File: src/sv/mciir_hist_mem.sv
`timescale 1ns / 1ps
// mciir_hist_mem: per-channel history memory, one write and one registered read
// port; entries never written read as zero; no package dependency

module mciir_hist_mem #(
    parameter int DEPTH = 8,
    parameter int WIDTH = 96,
    localparam int AW = (DEPTH > 1) ? $clog2(DEPTH) : 1
) (
    input  logic             clk,
    input  logic             rst_n,
    input  logic             rd_en,
    input  logic [AW-1:0]    rd_addr,
    output logic [WIDTH-1:0] rd_data,
    input  logic             wr_en,
    input  logic [AW-1:0]    wr_addr,
    input  logic [WIDTH-1:0] wr_data
);

    logic [WIDTH-1:0] mem_reg [DEPTH];
    logic [WIDTH-1:0] rd_data_reg;
    logic [DEPTH-1:0] vld_reg;
    logic             rd_vld_reg;

    always_ff @(posedge clk)
    begin
        if (wr_en)
        begin
            mem_reg[wr_addr] <= wr_data;
        end
        if (rd_en)
        begin
            rd_data_reg <= mem_reg[rd_addr];
        end
    end

    always_ff @(posedge clk or negedge rst_n)
    begin
        if (!rst_n)
        begin
            vld_reg    <= '0;
            rd_vld_reg <= 1'b0;
        end
        else
        begin
            if (wr_en)
            begin
                vld_reg[wr_addr] <= 1'b1;
            end
            if (rd_en)
            begin
                rd_vld_reg <= vld_reg[rd_addr];
            end
        end
    end

    assign rd_data = rd_vld_reg ? rd_data_reg : '0;

endmodule

File: config.mk
export PLATFORM = sky130hd
export DESIGN_NAME = mciir_hist_mem
export DESIGN_NICKNAME = d
export VERILOG_FILES = /design/src/sv/mciir_hist_mem.sv
export SDC_FILE = /design/constraint.sdc
export NUM_CORES = 1
export LEC_CHECK = 0
export BUFFER_PORTS_ARGS = -buffer_cell sky130_fd_sc_hd__buf_4
export CORE_MARGIN = 2
export CORE_UTILIZATION = 35
export CTS_CLUSTER_SIZE = 8
export DETAILED_ROUTE_END_ITERATION = 10
export PLACE_DENSITY_LB_ADDON = 0.05
export SLEW_MARGIN = 30
export SYNTH_ARGS = -nofsm -noshare
export SYNTH_HDL_FRONTEND = slang
export SYNTH_SLANG_ARGS = --single-unit
File: constraint.sdc
create_clock -name clk -period 3.8 [get_ports clk]
set_input_delay 0.38 -clock clk [delete_from_list [all_inputs] [get_ports clk]]
set_output_delay 0.38 -clock clk [all_outputs]
set_load 0.03 [all_outputs]
Yosys cells after proc, flatten, opt, wreduce, memory -nomap -nowiden:

Memories as Yosys holds them, arrays and structs flattened. A register that Yosys moved wholly into a read port is not among the register bits.
Cells that the tools add are included.

* magnitude comparators: 3
* mux-type cells: 7
* bitwise operators: 1
* reductions and logical operators: 1

Operator list (number)
* 2-to-1 mux 96 bit: 1
* less-than comparator 3 x 4 -> 1 bit, second input constant: 2
* bitwise OR 8 bit: 1
* 2-to-1 mux 1 bit: 4
* binary-select mux 1 bit (select 3 bit): 1
* demux 1 bit (select 3 bit): 1
* >= comparator 3 x 1 -> 1 bit, second input constant: 1
* logical AND 1 bit: 1

* output and inout bits: 96
* input port bits: 106
* flip-flop bits (word level): 9
* memories kept: 1
* RAM bits: 768

Memory list
* mem_reg: depth 8, bits a word 96, read ports 1, clocked after Yosys merged registers in 1, write ports 1, line 20 `logic [WIDTH-1:0] mem_reg [DEPTH];`

Depth between registers and ports, before layout:

* word-level depth: 5
* mapped depth: 6
* gate-level depth less buffers: 3

Least setup slack after synthesis:

OpenSTA, ideal clock, no wires.

* path kind: input-to-reg
* start point: in wr_addr[0]
* end point: reg vld_reg[0]
* data required time: 3694 ps
* library setup time: 106 ps
* buffers on the path: 0
* setup slack: -4056 ps
* arrival time: 7750 ps
* stages: 3
* cells stage by stage: nand2b_1 nor3_1 or2_2

* cells in the longest elaborated chain, start to end: 5
* elaborated cells between the ends (all ways): 6
* classes of those cells: 2 x order compare; 2 x mux; 1 x bitwise; 1 x reduce/logical

Ends and longest elaborated chain
* start, declared: line 16 `input logic [AW-1:0] wr_addr,`
* less-than comparator 3 x 4 -> 1 bit (implied by the code) / >= comparator 3 x 1 -> 1 bit (equally long branches): line 48 `vld_reg[wr_addr] <= 1'b1;`
* logical AND 1 bit (implied by the code): line 48
* 2-to-1 mux 1 bit (implied by the code): line 48
* demux 1 bit (select 3 bit) *: line 48
* bitwise OR 8 bit (no source line) *
* end signal, assigned: line 41 `vld_reg <= '0;`
* end signal, assigned by index: line 48
* end, declared: line 22 `logic [DEPTH-1:0] vld_reg;`

Every way passes the cells marked *; elsewhere a longest branch is shown, timed or not.
A chain may end at the register's enable or synchronous reset.

Final worst setup path:

* start point: reg rd_vld_reg
* end point: out rd_data[8]

* cells in the longest elaborated chain, start to end: 1

Ends and longest elaborated chain
* start, declared: line 23 `logic rd_vld_reg;`
* start signal, assigned: line 52 `rd_vld_reg <= vld_reg[rd_addr];`
* 2-to-1 mux 96 bit: line 57 `assign rd_data = rd_vld_reg ? rd_data_reg : '0;`
* end, declared: line 14 `output logic [WIDTH-1:0] rd_data,`

Every way passes these cells.

==> out/summary.md <==
Power spread over the standard cell area amounts to 549 mW/mm^2. The run finished with clean final reports. Ranked by total cell area, the synthesized netlist is headed by sky130_fd_sc_hd__edfxtp_1, sky130_fd_sc_hd__mux4_2, sky130_fd_sc_hd__mux2_2, sky130_fd_sc_hd__and2_1, sky130_fd_sc_hd__dfrtp_1. For this block, the via count after detailed routing is 14,800.

The y dimension of the die was 310 um. The kind of launch point of the worst setup path is a flop. Setup repair after global routing left no endpoint under its margin. Across the routed clock network, the largest skew measured is 0.0336 ns. The number of antenna violations at the first check in global routing is 12, and the number of hold-slack violations in the final timing report is 0.

The total instance count after detailed placement was 2,774; the via count normalized by instance count was 4.89. The final period demand of the worst path was 2.66 ns; the max-slew violation count was 0. The count of cells in the finished layout, fillers not included, comes to 3,020.

Clock-pin slew was measured on the worst setup and hold paths at 0.05 ns. Row generation in the floorplan step produced 112 rows. At the end of the flow, the number of nets in the layout was 1,844.

Setup total negative slack on the finished layout was measured at 0 ns. Across all setup checks in the final design, the least slack found is 1.14 ns. Of all cell types, the one taking the most synthesized area is sky130_fd_sc_hd__edfxtp_1. The cell leakage power is 13.1 nW. The total nets after synthesis was 1,455.

The first routing iteration left 1,052 violations. Synthesis produced a netlist whose cell count is 1,349. Counting the buffers created by CTS gives 119.

Starting density of the core: 0.352. The slew of the pin with the lowest slew margin is 0.908 ns. The worst-case IR drop observed on VDD is 376 uV. TritonCTS built the clock tree. At the worst endpoint, the required time is 3.42 ns.

The critical path in this run is classified as flop to output pin. The logs give 0.799 for the post-synthesis sequential area ratio and 1.27 ns for the worst-case setup slack after placement. Clock latency on the worst-skew pair: 0.67 ns. The first-pass iteration count of the detailed router was 5; the x dimension of the die was 310 um.

The max-slew headroom at the worst pin was 0.395. The run gives 0 as the total global routing overflow. Counting every sink on the clock net gives 873. The layout overhead on the synthesized area is 22.6%. Setup violations remaining at the end of the flow were counted as 0. The count of input and output buffers was 201; the fraction of layout instances using a drive strength above 1 was 0.378.

The global-route usage over all layers is 0.161, and the post-synthesis sequential element count is 873. Counting cells, the worst reg-to-reg path comes to 2. For this run, design rule violations remaining after detail routing come to 0.

The average cell area after synthesis came out at 24.3 um^2. Detailed placement ended at an HPWL of 36,800 um. The logs give 0.0930 mm^2 for the core area and 18 for the count of distinct cell types in the synthesized netlist. The global placer's final weighted congestion was 0.680; the total detailed-routing wirelength was 75,900 um.

The via count of the first global-routing pass was 16,400. The area share of the leading cell type in the synthesized netlist came out at 0.792. The post-synth design cell area was 0.0327 mm^2. The run gives 98 as the pin count of the biggest net entering global routing. The register with the most flip-flops in the layout has 768 of them. The floorplan step defined a die boundary enclosing 0.0960 mm^2. STA classifies the critical path endpoint as an output pin.

In this run the worst hold path is classified as primary input to async pin. STA puts the critical path data arrival time at 2.28 ns. The detail route stage leaves a number of antenna-violating nets equal to 0. The max-cap violation count was 0. The root buffer cell chosen for the clock tree is sky130_fd_sc_hd__clkbuf_16. For this design the top-level I/O count stands at 202. Based on the critical path, the design can be clocked at up to 375 MHz. The average wire per cell in the routed design was 25.1 um; the fraction of the cycle the final worst path needs was 0.701.

Of all nets on the critical path, the largest fanout is 48. The first global-routing pass estimated 111,000 um of wire. The Yosys step of the flow raised 0 warnings. Counting along the longest clock path gives a buffer depth of 3. Buffers added to address setup during post-CTS repair amount to 0. The H-tree was split into 3 levels.
[report_power, final]
group | internal (W) | total [W] | switching (W) | leakage [nW]
sequential | 0.0110 | 0.0111 | 0.0000932 | 8.00
combinational | 0.000735 | 0.00165 | 0.000911 | 3.53
clock | 0.00558 | 0.00927 | 0.00369 | 1.53
total | 0.0173 | 0.0220 | 0.00469 | 13.1
[final timing paths]
check | from | end | slack [ns]
setup / recovery | rd_vld_reg$_DFFE_PN0P_ | rd_data[8] | 1.14
hold / removal | rst_n | vld_reg[0]$_DFFE_PN0P_ | 0.19
setup reg to reg | mem_reg[3][67]$_DFFE_PP_ | rd_data_reg[67]$_DFFE_PP_ | 2.41
hold reg to reg | vld_reg[7]$_DFFE_PN0P_ | vld_reg[7]$_DFFE_PN0P_ | 0.46
max in group asynchronous | rst_n | rd_vld_reg$_DFFE_PN0P_ | 3.46
min in group clk | rd_en | rd_data_reg[83]$_DFFE_PP_ | 0.36
[timing repair]
item | 4_1_cts | 5_1_grt
resized for setup | 0 | 0
hold buffers | 97 | 0
endpoints found under the hold margin | 777 | 0
[area by class of cell]
class                   count  area (um^2)
well taps                1254         1570
inverters                   1         3.75
clock buffers             140         3100
multi-input cells         411         6250
clock inverters             4         41.3
fillers                  8101        52900
flip-flops and latches    873        26200
diodes                      5         12.5
repair buffers            332         2990
[per-layer routing]
layer  vias to the layer above  global-route usage  wire (um)
met3                       113              0.0316       3430
li1                       6380                   -          -
met2                       313               0.265      37000
met5                         -                   0         91
met4                        14              0.0434       1260
met1                      7953               0.219      34100
[critical path, stage by stage (launching register included)]
cell	delay, ns
sky130_fd_sc_hd__dfrtp_4	0.78
sky130_fd_sc_hd__buf_12	0.32
sky130_fd_sc_hd__and2_1	0.27
sky130_fd_sc_hd__buf_4	0.20
[cells in the final DEF (no fill, tap or decap), drive strengths merged]
cell / count
nor2: 6
diode: 5
inv: 4
mux4: 193
clkinv: 1
nand2b: 3
and2: 96
mux2: 96
edfxtp: 864
dlygate4sd3: 97
nor3: 2
mux2i: 5
or2: 8
buf: 234
nand2: 2
dfrtp: 9
clkbuf: 141
[through the flow]
stage | hold WS (ns) | util | area [um^2] | power, W
floorplan | 0.0844 | - | 32800 | 0.0122
global placement | 0.207 | 0.387 | 36000 | 0.0129
detailed placement | 0.210 | 0.387 | 36000 | 0.0129
CTS | 0.122 | 0.431 | 40100 | 0.0224
global route | 0.159 | 0.431 | 40100 | 0.0229
finish | 0.190 | 0.431 | 40100 | 0.0220
[cell usage after synthesis]
cell / n
sky130_fd_sc_hd__buf_4: 1
sky130_fd_sc_hd__buf_2: 8
sky130_fd_sc_hd__or2_2: 8
sky130_fd_sc_hd__edfxtp_1: 864
sky130_fd_sc_hd__mux2i_1: 5
sky130_fd_sc_hd__nor2_1: 6
sky130_fd_sc_hd__buf_1: 10
sky130_fd_sc_hd__nor3_1: 2
sky130_fd_sc_hd__nand2b_1: 3
sky130_fd_sc_hd__inv_1: 1
sky130_fd_sc_hd__mux4_2: 193
sky130_fd_sc_hd__buf_6: 15
sky130_fd_sc_hd__and2_1: 96
sky130_fd_sc_hd__dfrtp_1: 9
sky130_fd_sc_hd__mux2_2: 96
sky130_fd_sc_hd__clkbuf_1: 29
sky130_fd_sc_hd__buf_8: 1
sky130_fd_sc_hd__nand2_1: 2
[kinds of logic (layout without fill, tap and decap cells)]
family,count (synthesis),in the layout,synth area share
flops,873,873,0.799
other cells,0,5,0
buf+inv,65,477,0.0117
mux,294,294,0.167
simple gates,117,117,0.0217
(Power assumes the default switching activity.)
